`src/rtl/core/svpc_pkg.sv`:
```
// Shared types, constants and reset values for the servo PWM position controller.
package svpc_pkg;

  localparam int unsigned ANGLE_W = 8;
  localparam int unsigned PULSE_W = 16;
  localparam int unsigned TRAVEL_W = 20;
  localparam int unsigned CFG_DATA_W = 20;
  localparam int unsigned CFG_IDX_W = 3;
  localparam int unsigned QUEUE_DEPTH = 2;

  localparam logic [1:0] CMD_SET = 2'd0;
  localparam logic [1:0] CMD_PWM_TICK = 2'd1;
  localparam logic [1:0] CMD_TRAVEL_TICK = 2'd2;

  localparam logic [CFG_IDX_W-1:0] CFG_PWM_PERIOD = 3'd0;
  localparam logic [CFG_IDX_W-1:0] CFG_MIN_PULSE = 3'd1;
  localparam logic [CFG_IDX_W-1:0] CFG_MID_PULSE = 3'd2;
  localparam logic [CFG_IDX_W-1:0] CFG_MAX_PULSE = 3'd3;
  localparam logic [CFG_IDX_W-1:0] CFG_SWEEP_TIME = 3'd4;
  localparam logic [CFG_IDX_W-1:0] CFG_NOTIFY_ENABLE = 3'd5;

  localparam logic [PULSE_W-1:0] PWM_PERIOD_RST = 16'd20000;
  localparam logic [PULSE_W-1:0] MIN_PULSE_RST = 16'd680;
  localparam logic [PULSE_W-1:0] MID_PULSE_RST = 16'd1400;
  localparam logic [PULSE_W-1:0] MAX_PULSE_RST = 16'd2300;
  localparam logic [TRAVEL_W-1:0] SWEEP_TIME_RST = 20'd61875;

  localparam logic signed [ANGLE_W-1:0] ANGLE_LIMIT = 8'sd90;

  // floor(x/90) via offset: x + 90*2^16 is always positive
  localparam logic signed [25:0] DIV90_BIAS = 26'sd5898240;
  localparam int unsigned DIV90_SHIFT = 31;
  localparam logic [24:0] RECIP90 = 25'(((64'd1 << DIV90_SHIFT) + 64'd89) / 64'd90);
  localparam int unsigned DIV180_SHIFT = 36;
  localparam logic [28:0] RECIP180 = 29'(((64'd1 << DIV180_SHIFT) + 64'd179) / 64'd180);

  typedef struct packed {
    logic [1:0]                cmd;
    logic signed [ANGLE_W-1:0] target_angle;
  } svpc_in_t;

  typedef struct packed {
    logic               pwm_out;
    logic [PULSE_W-1:0] pulse_width;
    logic               reached;
    logic               moving;
  } svpc_out_t;

  typedef struct packed {
    logic [PULSE_W-1:0]  pwm_period;
    logic [PULSE_W-1:0]  min_pulse;
    logic [PULSE_W-1:0]  mid_pulse;
    logic [PULSE_W-1:0]  max_pulse;
    logic [TRAVEL_W-1:0] sweep_time;
    logic                notify_enable;
  } svpc_cfg_t;

  typedef struct packed {
    logic [1:0]          cmd;
    logic                same;
    logic [PULSE_W-1:0]  duty;
    logic [TRAVEL_W-1:0] ticks;
  } svpc_op_t;

endpackage

```
`src/rtl/core/svpc_front.sv`:
```
// Front pipeline: accepts items, clamps angles and precomputes pulse width and travel ticks.
module svpc_front import svpc_pkg::*; (
  input  logic       clk_i,
  input  logic       rst_ni,
  input  svpc_cfg_t  cfg_i,
  input  logic       in_valid_i,
  output logic       in_ready_o,
  input  svpc_in_t   in_data_i,
  output logic       op_valid_o,
  input  logic       op_ready_i,
  output svpc_op_t   op_o
);

  logic v1_q, v2_q, v3_q;
  logic en1, en2, en3;
  logic in_fire;

  logic signed [ANGLE_W-1:0] cur_angle_q, cur_angle_d;
  logic signed [ANGLE_W-1:0] angle_c;
  logic signed [ANGLE_W:0]   delta_c;
  logic [ANGLE_W-1:0]        mag_c;
  logic signed [PULSE_W:0]   span_c;

  logic [1:0]                s1_cmd_q, s2_cmd_q, s3_cmd_q;
  logic                      s1_same_q, s2_same_q, s3_same_q;
  logic signed [ANGLE_W-1:0] s1_angle_q;
  logic signed [PULSE_W:0]   s1_span_q;
  logic [ANGLE_W-1:0]        s1_mag_q;

  logic signed [25:0] prod1_c;
  logic [27:0]        prod2_c;
  logic [23:0]        s2_x1_q;
  logic [27:0]        s2_x2_q;

  logic [55:0]         m1_c;
  logic [63:0]         m2_c;
  logic [16:0]         s3_q1_q;
  logic [TRAVEL_W-1:0] s3_q2_q;

  logic signed [18:0]  width_c;
  logic [PULSE_W-1:0]  duty_c;

  assign en3 = !v3_q || op_ready_i;
  assign en2 = !v2_q || en3;
  assign en1 = !v1_q || en2;
  assign in_ready_o = en1;
  assign in_fire = in_valid_i && en1;

  always_comb begin
    if (in_data_i.target_angle < -ANGLE_LIMIT) begin
      angle_c = -ANGLE_LIMIT;
    end else if (in_data_i.target_angle > ANGLE_LIMIT) begin
      angle_c = ANGLE_LIMIT;
    end else begin
      angle_c = in_data_i.target_angle;
    end
    delta_c = (ANGLE_W+1)'(angle_c) - (ANGLE_W+1)'(cur_angle_q);
    mag_c = delta_c[ANGLE_W] ? ANGLE_W'(-delta_c) : delta_c[ANGLE_W-1:0];
    if (angle_c[ANGLE_W-1]) begin
      span_c = $signed({1'b0, cfg_i.mid_pulse}) - $signed({1'b0, cfg_i.min_pulse});
    end else begin
      span_c = $signed({1'b0, cfg_i.max_pulse}) - $signed({1'b0, cfg_i.mid_pulse});
    end
  end

  // the current angle after any set is always the clamped target
  assign cur_angle_d = (in_fire && in_data_i.cmd == CMD_SET) ? angle_c : cur_angle_q;

  always_ff @(posedge clk_i or negedge rst_ni) begin
    if (!rst_ni) begin
      v1_q <= 1'b0;
      v2_q <= 1'b0;
      v3_q <= 1'b0;
      cur_angle_q <= '0;
    end else begin
      if (en1) v1_q <= in_valid_i;
      if (en2) v2_q <= v1_q;
      if (en3) v3_q <= v2_q;
      cur_angle_q <= cur_angle_d;
    end
  end

  assign prod1_c = 26'(s1_angle_q) * 26'(s1_span_q) + DIV90_BIAS;
  assign prod2_c = 28'(s1_mag_q) * 28'(cfg_i.sweep_time);
  assign m1_c = 56'(s2_x1_q) * 56'(RECIP90);
  assign m2_c = 64'(s2_x2_q) * 64'(RECIP180);

  always_ff @(posedge clk_i) begin
    if (en1) begin
      s1_cmd_q   <= in_data_i.cmd;
      s1_same_q  <= (angle_c == cur_angle_q);
      s1_angle_q <= angle_c;
      s1_span_q  <= span_c;
      s1_mag_q   <= mag_c;
    end
    if (en2) begin
      s2_cmd_q  <= s1_cmd_q;
      s2_same_q <= s1_same_q;
      s2_x1_q   <= prod1_c[23:0];
      s2_x2_q   <= prod2_c;
    end
    if (en3) begin
      s3_cmd_q  <= s2_cmd_q;
      s3_same_q <= s2_same_q;
      s3_q1_q   <= m1_c[DIV90_SHIFT+16:DIV90_SHIFT];
      s3_q2_q   <= m2_c[DIV180_SHIFT+TRAVEL_W-1:DIV180_SHIFT];
    end
  end

  // undo the bias (65536 after division) and saturate
  always_comb begin
    width_c = $signed({3'b000, cfg_i.mid_pulse}) + $signed({2'b00, s3_q1_q})
              - 19'sd65536;
    if (width_c < 0) begin
      duty_c = '0;
    end else if (width_c > 19'sd65535) begin
      duty_c = '1;
    end else begin
      duty_c = width_c[PULSE_W-1:0];
    end
  end

  assign op_valid_o = v3_q;
  assign op_o.cmd   = s3_cmd_q;
  assign op_o.same  = s3_same_q;
  assign op_o.duty  = duty_c;
  assign op_o.ticks = s3_q2_q;

endmodule

```
`src/rtl/core/svpc_fifo.sv`:
```
// Small flop-based queue between the front pipeline and the executing back end.
module svpc_fifo import svpc_pkg::*; #(
  parameter int unsigned Depth = QUEUE_DEPTH
) (
  input  logic     clk_i,
  input  logic     rst_ni,
  input  logic     push_i,
  output logic     ready_o,
  input  svpc_op_t data_i,
  input  logic     pop_i,
  output logic     valid_o,
  output svpc_op_t data_o
);

  localparam int unsigned PtrW = (Depth > 1) ? $clog2(Depth) : 1;
  localparam int unsigned CntW = $clog2(Depth + 1);

  svpc_op_t            mem_q [Depth];
  logic [PtrW-1:0]     wr_ptr_q, rd_ptr_q;
  logic [CntW-1:0]     count_q;
  logic                do_push, do_pop;

  assign ready_o = (count_q != CntW'(Depth));
  assign valid_o = (count_q != '0);
  assign do_push = push_i && ready_o;
  assign do_pop  = pop_i && valid_o;
  assign data_o  = mem_q[rd_ptr_q];

  always_ff @(posedge clk_i or negedge rst_ni) begin
    if (!rst_ni) begin
      wr_ptr_q <= '0;
      rd_ptr_q <= '0;
      count_q  <= '0;
    end else begin
      if (do_push) begin
        wr_ptr_q <= (wr_ptr_q == PtrW'(Depth - 1)) ? '0 : wr_ptr_q + 1'b1;
      end
      if (do_pop) begin
        rd_ptr_q <= (rd_ptr_q == PtrW'(Depth - 1)) ? '0 : rd_ptr_q + 1'b1;
      end
      if (do_push && !do_pop) begin
        count_q <= count_q + 1'b1;
      end else if (do_pop && !do_push) begin
        count_q <= count_q - 1'b1;
      end
    end
  end

  always_ff @(posedge clk_i) begin
    if (do_push) mem_q[wr_ptr_q] <= data_i;
  end

endmodule

```
`src/rtl/core/svpc_back.sv`:
```
// Back end: holds PWM counter, duty and travel state, and registers each result.
module svpc_back import svpc_pkg::*; (
  input  logic      clk_i,
  input  logic      rst_ni,
  input  svpc_cfg_t cfg_i,
  input  logic      op_valid_i,
  output logic      op_pop_o,
  input  svpc_op_t  op_i,
  output logic      out_valid_o,
  input  logic      out_ready_i,
  output svpc_out_t out_data_o
);

  logic [PULSE_W-1:0]  cnt_q, cnt_d;
  logic [PULSE_W-1:0]  duty_q, duty_d;
  logic [TRAVEL_W-1:0] tcount_q, tcount_d;
  logic                active_q, active_d;
  logic                out_valid_q;
  svpc_out_t           out_q, res_c;
  logic                level;
  logic                reached;

  assign op_pop_o = op_valid_i && (!out_valid_q || out_ready_i);

  always_comb begin
    cnt_d    = cnt_q;
    duty_d   = duty_q;
    tcount_d = tcount_q;
    active_d = active_q;
    reached  = 1'b0;
    level    = (cnt_q < duty_q);
    case (op_i.cmd)
      CMD_SET: begin
        duty_d = op_i.duty;
        cnt_d  = '0;
        level  = (op_i.duty != '0);
        if (op_i.same && cfg_i.notify_enable) begin
          reached = 1'b1;
        end else if (op_i.ticks == '0) begin
          tcount_d = '0;
          active_d = 1'b0;
          reached  = cfg_i.notify_enable;
        end else begin
          tcount_d = op_i.ticks;
          active_d = 1'b1;
        end
      end
      CMD_PWM_TICK: begin
        cnt_d = (cnt_q >= cfg_i.pwm_period) ? '0 : cnt_q + 1'b1;
      end
      CMD_TRAVEL_TICK: begin
        if (active_q) begin
          tcount_d = (tcount_q != '0) ? tcount_q - 1'b1 : tcount_q;
          if (tcount_d == '0) begin
            active_d = 1'b0;
            reached  = cfg_i.notify_enable;
          end
        end
      end
      default: begin
      end
    endcase
    res_c.pwm_out     = level;
    res_c.pulse_width = duty_d;
    res_c.reached     = reached;
    res_c.moving      = active_d;
  end

  always_ff @(posedge clk_i or negedge rst_ni) begin
    if (!rst_ni) begin
      cnt_q       <= '0;
      duty_q      <= MID_PULSE_RST;
      tcount_q    <= '0;
      active_q    <= 1'b0;
      out_valid_q <= 1'b0;
    end else begin
      if (op_pop_o) begin
        cnt_q    <= cnt_d;
        duty_q   <= duty_d;
        tcount_q <= tcount_d;
        active_q <= active_d;
        out_valid_q <= 1'b1;
      end else if (out_ready_i) begin
        out_valid_q <= 1'b0;
      end
    end
  end

  always_ff @(posedge clk_i) begin
    if (op_pop_o) out_q <= res_c;
  end

  assign out_valid_o = out_valid_q;
  assign out_data_o  = out_q;

endmodule

```
`src/rtl/core/servo_pwm_position_controller.sv`:
```
// Results are registered. Throughput: one transaction per cycle unless the output is
// stalled; the front pipeline (clamp, two multiply stages, saturation) runs ahead of
// the stateful back end through a short queue.
// Reset clears PWM counter, travel state and current angle; duty and registers
// take their documented defaults. No clearing pass.
module servo_pwm_position_controller import svpc_pkg::*; #(
  parameter int unsigned QueueDepth = QUEUE_DEPTH
) (
  input  logic                  clk_i,
  input  logic                  rst_ni,
  input  logic                  in_valid_i,
  output logic                  in_ready_o,
  input  svpc_in_t              in_data_i,
  output logic                  out_valid_o,
  input  logic                  out_ready_i,
  output svpc_out_t             out_data_o,
  input  logic                  cfg_we_i,
  input  logic [CFG_IDX_W-1:0]  cfg_idx_i,
  input  logic [CFG_DATA_W-1:0] cfg_data_i
);

  svpc_cfg_t cfg_q;
  svpc_op_t  fe_op, q_op;
  logic      fe_valid, q_ready, q_valid, q_pop;

  always_ff @(posedge clk_i or negedge rst_ni) begin
    if (!rst_ni) begin
      cfg_q.pwm_period    <= PWM_PERIOD_RST;
      cfg_q.min_pulse     <= MIN_PULSE_RST;
      cfg_q.mid_pulse     <= MID_PULSE_RST;
      cfg_q.max_pulse     <= MAX_PULSE_RST;
      cfg_q.sweep_time    <= SWEEP_TIME_RST;
      cfg_q.notify_enable <= 1'b0;
    end else if (cfg_we_i) begin
      case (cfg_idx_i)
        CFG_PWM_PERIOD:    cfg_q.pwm_period    <= cfg_data_i[PULSE_W-1:0];
        CFG_MIN_PULSE:     cfg_q.min_pulse     <= cfg_data_i[PULSE_W-1:0];
        CFG_MID_PULSE:     cfg_q.mid_pulse     <= cfg_data_i[PULSE_W-1:0];
        CFG_MAX_PULSE:     cfg_q.max_pulse     <= cfg_data_i[PULSE_W-1:0];
        CFG_SWEEP_TIME:    cfg_q.sweep_time    <= cfg_data_i[TRAVEL_W-1:0];
        CFG_NOTIFY_ENABLE: cfg_q.notify_enable <= cfg_data_i[0];
        default: begin
        end
      endcase
    end
  end

  svpc_front u_front (
    .clk_i      (clk_i),
    .rst_ni     (rst_ni),
    .cfg_i      (cfg_q),
    .in_valid_i (in_valid_i),
    .in_ready_o (in_ready_o),
    .in_data_i  (in_data_i),
    .op_valid_o (fe_valid),
    .op_ready_i (q_ready),
    .op_o       (fe_op)
  );

  svpc_fifo #(
    .Depth (QueueDepth)
  ) u_fifo (
    .clk_i   (clk_i),
    .rst_ni  (rst_ni),
    .push_i  (fe_valid),
    .ready_o (q_ready),
    .data_i  (fe_op),
    .pop_i   (q_pop),
    .valid_o (q_valid),
    .data_o  (q_op)
  );

  svpc_back u_back (
    .clk_i       (clk_i),
    .rst_ni      (rst_ni),
    .cfg_i       (cfg_q),
    .op_valid_i  (q_valid),
    .op_pop_o    (q_pop),
    .op_i        (q_op),
    .out_valid_o (out_valid_o),
    .out_ready_i (out_ready_i),
    .out_data_o  (out_data_o)
  );

endmodule

```
`config.mk`:
```
export PLATFORM = sky130hd
export DESIGN_NAME = servo_pwm_position_controller
export DESIGN_NICKNAME = d
export VERILOG_FILES = /design/src/rtl/core/svpc_pkg.sv /design/src/rtl/core/svpc_front.sv /design/src/rtl/core/svpc_fifo.sv /design/src/rtl/core/svpc_back.sv /design/src/rtl/core/servo_pwm_position_controller.sv
export SDC_FILE = /design/constraint.sdc
export NUM_CORES = 2
export LEC_CHECK = 0
export BUFFER_PORTS_ARGS = -buffer_cell sky130_fd_sc_hd__buf_2
export CAP_MARGIN = 20
export CORE_MARGIN = 2
export CORE_UTILIZATION = 60
export CTS_CLUSTER_SIZE = 8
export DETAILED_ROUTE_END_ITERATION = 8
export GPL_TIMING_DRIVEN = 0
export MAX_ROUTING_LAYER = met4
export PLACE_DENSITY = 0.76
export SLEW_MARGIN = 5
export SYNTH_ARGS = -nofsm -noshare
export SYNTH_HDL_FRONTEND = slang
export SYNTH_SLANG_ARGS = --single-unit
```
`constraint.sdc`:
```
create_clock -name clk_i -period 6.04 [get_ports clk_i]
set_input_delay 0.302 -clock clk_i [delete_from_list [all_inputs] [get_ports clk_i]]
set_output_delay 0.302 -clock clk_i [all_outputs]
set_load 0.01 [all_outputs]
```
==> impl_metrics.json <==
{
  "status": "finished with violations",
  "violations": "negative setup slack",
  "grt_pass1_wl_um": 181000,
  "clk_latency_ns": 0.62,
  "synth_edf_count": 228,
  "antenna_cells": 0,
  "final_cells": 5874,
  "clock_sinks": 382,
  "nFillCells": 5905,
  "layout_common_cells": "inv_1 (1062), ha_1 (669), fa_1 (634)",
  "syn_to_final_growth_pct": 10.3,
  "cp.buffers_inverters": 8,
  "setup_viol": 37,
  "syn_area_um2": 46800,
  "cts_buffers": 54,
  "htreeDepth": 2,
  "dp_hpwl_um": 89100,
  "dieHeight_um": 283,
  "final_common_cell": "inv_1",
  "cp_max_fo": 4,
  "syn-num-nets": 5931,
  "fin_ws_ns": -0.763,
  "drive_above_1_share_pct": 8.71,
  "firstDrtPassIters": 5,
  "cp_common_cell": "fa_1",
  "yosysTopAreaCell": "fa_1",
  "cts_root_buffer": "clkbuf_16",
  "met1_usage_pct": 40.5,
  "grt_most_used_layer": "met2",
  "critPathLaunchType": "flip-flop",
  "tritoncts": "built",
  "worstHoldPathType": "in2reg",
  "path_delay_family": "adder cells",
  "finalCriticalPeriod_ns": 6.80,
  "fp.coreArea_um2": 77300,
  "gp_congestion": 0.952,
  "die_w_um": 283,
  "crit_start": "u_front.s2_x2_q[26]$_DFFE_PP_",
  "placed_area_um2": 48600,
  "design_area_um2": 51600,
  "max_slew_margin_pct": 33.7,
  "worstPathRequired_ns": 6.39,
  "drc": 0,
  "yosys_register_bits": 382,
  "syn-instance-count": 4572,
  "finalMaxSlewViolations": 0,
  "slowest_delay_ns": 0.56,
  "clockBufferDepth": 3,
  "synth-main-ff-cell": "edfxtp_1",
  "async_flop_share_pct": 40.3,
  "vias": 32900,
  "clock.fmax_mhz": 147,
  "fin_nets": 6148,
  "totalWireLength_um": 112000,
  "grt_pass1_vias": 34500,
  "viasPerCell": 5.60,
  "rsz0062_at_grt": "yes",
  "cp.arrival_ns": 7.15,
  "cp_num_cells": 26,
  "drtIter0Drc": 2346,
  "synth_top_area_share_pct": 27.2,
  "grt_overflow": 0,
  "path_clk_slew_ns": 0.05,
  "utilization_pct": 66.7,
  "dpl.cell_count": 5675,
  "seq_area_frac_synth_pct": 23.0,
  "worstReg2RegEnd": "u_front.s3_q2_q[11]$_DFFE_PP_",
  "critPathCapture": "u_front.s3_q2_q[11]$_DFFE_PP_",
  "critPathCaptureType": "flip-flop",
  "antenna_found_initial": 1,
  "avgSynthCellArea_um2": 10.2,
  "gr-usage-met2_pct": 45.1,
  "rrSetupSlack_ns": -0.76,
  "wl_per_cell_um": 19.0,
  "critPathKind": "reg2reg",
  "ys_top_cells_by_area": "fa_1 (27%), ha_1 (18%), edfxtp_1 (15%)",
  "synth.distinct_cells": 94,
  "skew_ns": 0.0285,
  "grt_use_total_pct": 29.3,
  "worst_pin_slew_ns": 0.967,
  "crit_slowest_cell": "fa_1",
  "worstReg2RegStart": "u_front.s2_x2_q[26]$_DFFE_PP_",
  "start_util_pct": 60.5,
  "reg2reg_depth": 26,
  "ant_nets": 0,
  "grt_max_degree": 112,
  "cap_violations": 0,
  "core.rowCount": 102,
  "portBuffers": 58,
  "fin_crit_sh_pct": 113,
  "grt_use_met3_pct": 5.09,
  "hold_viol_final": 0,
  "yosysWarningCount": 0,
  "io_pins": 59,
  "dieArea_um2": 80200
}
-- worst reg2reg max path: stages (launching register included) --
cell and delay, ns:
edfxtp_1 0.41, fa_1 0.55, inv_1 0.05, fa_1 0.49, inv_2 0.05, fa_1 0.51, inv_1 0.05, fa_1 0.49
inv_1 0.05, fa_1 0.50, inv_2 0.04, fa_1 0.53, inv_1 0.07, fa_1 0.56, ha_4 0.23, and4_4 0.16
nand4_1 0.19, nor2_1 0.09, a222oi_1 0.34, buf_4 0.23, a21oi_4 0.08, nor3_4 0.21, o31ai_4 0.11, buf_4 0.15
a21bo_4 0.21, a21oi_2 0.12, xnor2_1 0.08
-- layout make-up --
| cell class | instances | area (µm²) | area share (%) |
|---|---|---|---|
| Timing Repair Buffer | 164 | 1260 | 2.44 |
| Tap cell | 1040 | 1300 | 2.52 |
| Inverter | 1068 | 4010 | 7.77 |
| Clock buffer | 96 | 1520 | 2.94 |
| Multi-Input combinational cell | 3031 | 32300 | 62.6 |
| Clock inverter | 5 | 93.8 | 0.182 |
| Sequential cell | 382 | 10700 | 20.8 |
| Buffer | 88 | 359 | 0.696 |
-- sequential cells by signal, summed over array words and instances (netlist names), 17 cells and up --
register,count
u_fifo.mem_q,78
u_front.s3_q1_q,17
u_front.s2_x1_q,24
u_back.out_data_o,19
u_front.s2_x2_q,28
u_front.s1_span_q,17
u_back.tcount_q,20
u_front.s3_q2_q,20
cfg_q,85
-- worst min-delay path by stage --
stage	start	end	slack (ns)	depth (start not counted)
floorplan	rst_ni	cfg_q[0]$_DFFE_PN0P_	0.006	0
global placement	u_front.s2_cmd_q[0]$_DFFE_PP_	u_front.s3_cmd_q[0]$_DFFE_PP_	0.40	0
detailed placement	rst_ni	u_front.cur_angle_q[6]$_DFFE_PN0P_	0.22	1
CTS	cfg_data_i[14]	cfg_q[83]$_DFFE_PN1P_	0.003	3
global route	cfg_data_i[9]	cfg_q[62]$_DFFE_PN1P_	0.03	3
finish	cfg_data_i[14]	cfg_q[83]$_DFFE_PN1P_	0.04	3
-- cell usage after synthesis, drive strengths merged, types with 54 or more instances --
cell type and number:
xnor2 92, clkbuf 77, o21ai 203, fa 635
a21o 54, nor2 135, inv 1068, ha 686
a21oi 138, edfxtp 228, and2 159, nand2 309
dfrtp 116
-- repair_timing --
item | in CTS | in global routing
pin swaps | 30 | 26
resized for setup | 73 | 53
endpoints found under the hold margin | 57 | 0
setup buffers | 68 | 22
setup endpoints to repair | 38 | 44
hold buffers | 15 | 0
-- metal layers --
metal | wire, µm | up-vias
li1 | - | 15200
met1 | 49000 | 16400
met2 | 51500 | 1061
met3 | 8380 | 183
met4 | 2760 | 0
met5 | 0 | -
-- cell families after synthesis --
family          count (synthesis)  synth area share [%]
simple gates                  883                  9.42
mux                            85                  1.93
xor+xnor                      137                  2.56
compound gates                604                  8.23
fa+ha+maj                    1322                  45.5
buf+inv                      1159                  9.34
flops                         382                  23.0
-- stage by stage --
stage	TNS [ns]	hold slack [ns]	setup slack, ns
finish	-18.17	0.0381	-0.763
global route	-27.40	0.0288	-1.06
CTS	-14.78	0.00338	-0.719
detailed placement	-30.49	0.225	-1.21
global placement	-28.94	0.403	-1.15
floorplan	-1.44	0.00641	-0.242
Power is left out: the tool's default activity adds up to more than one toggle a clock period on the data nets, which glitch-free logic cannot reach.
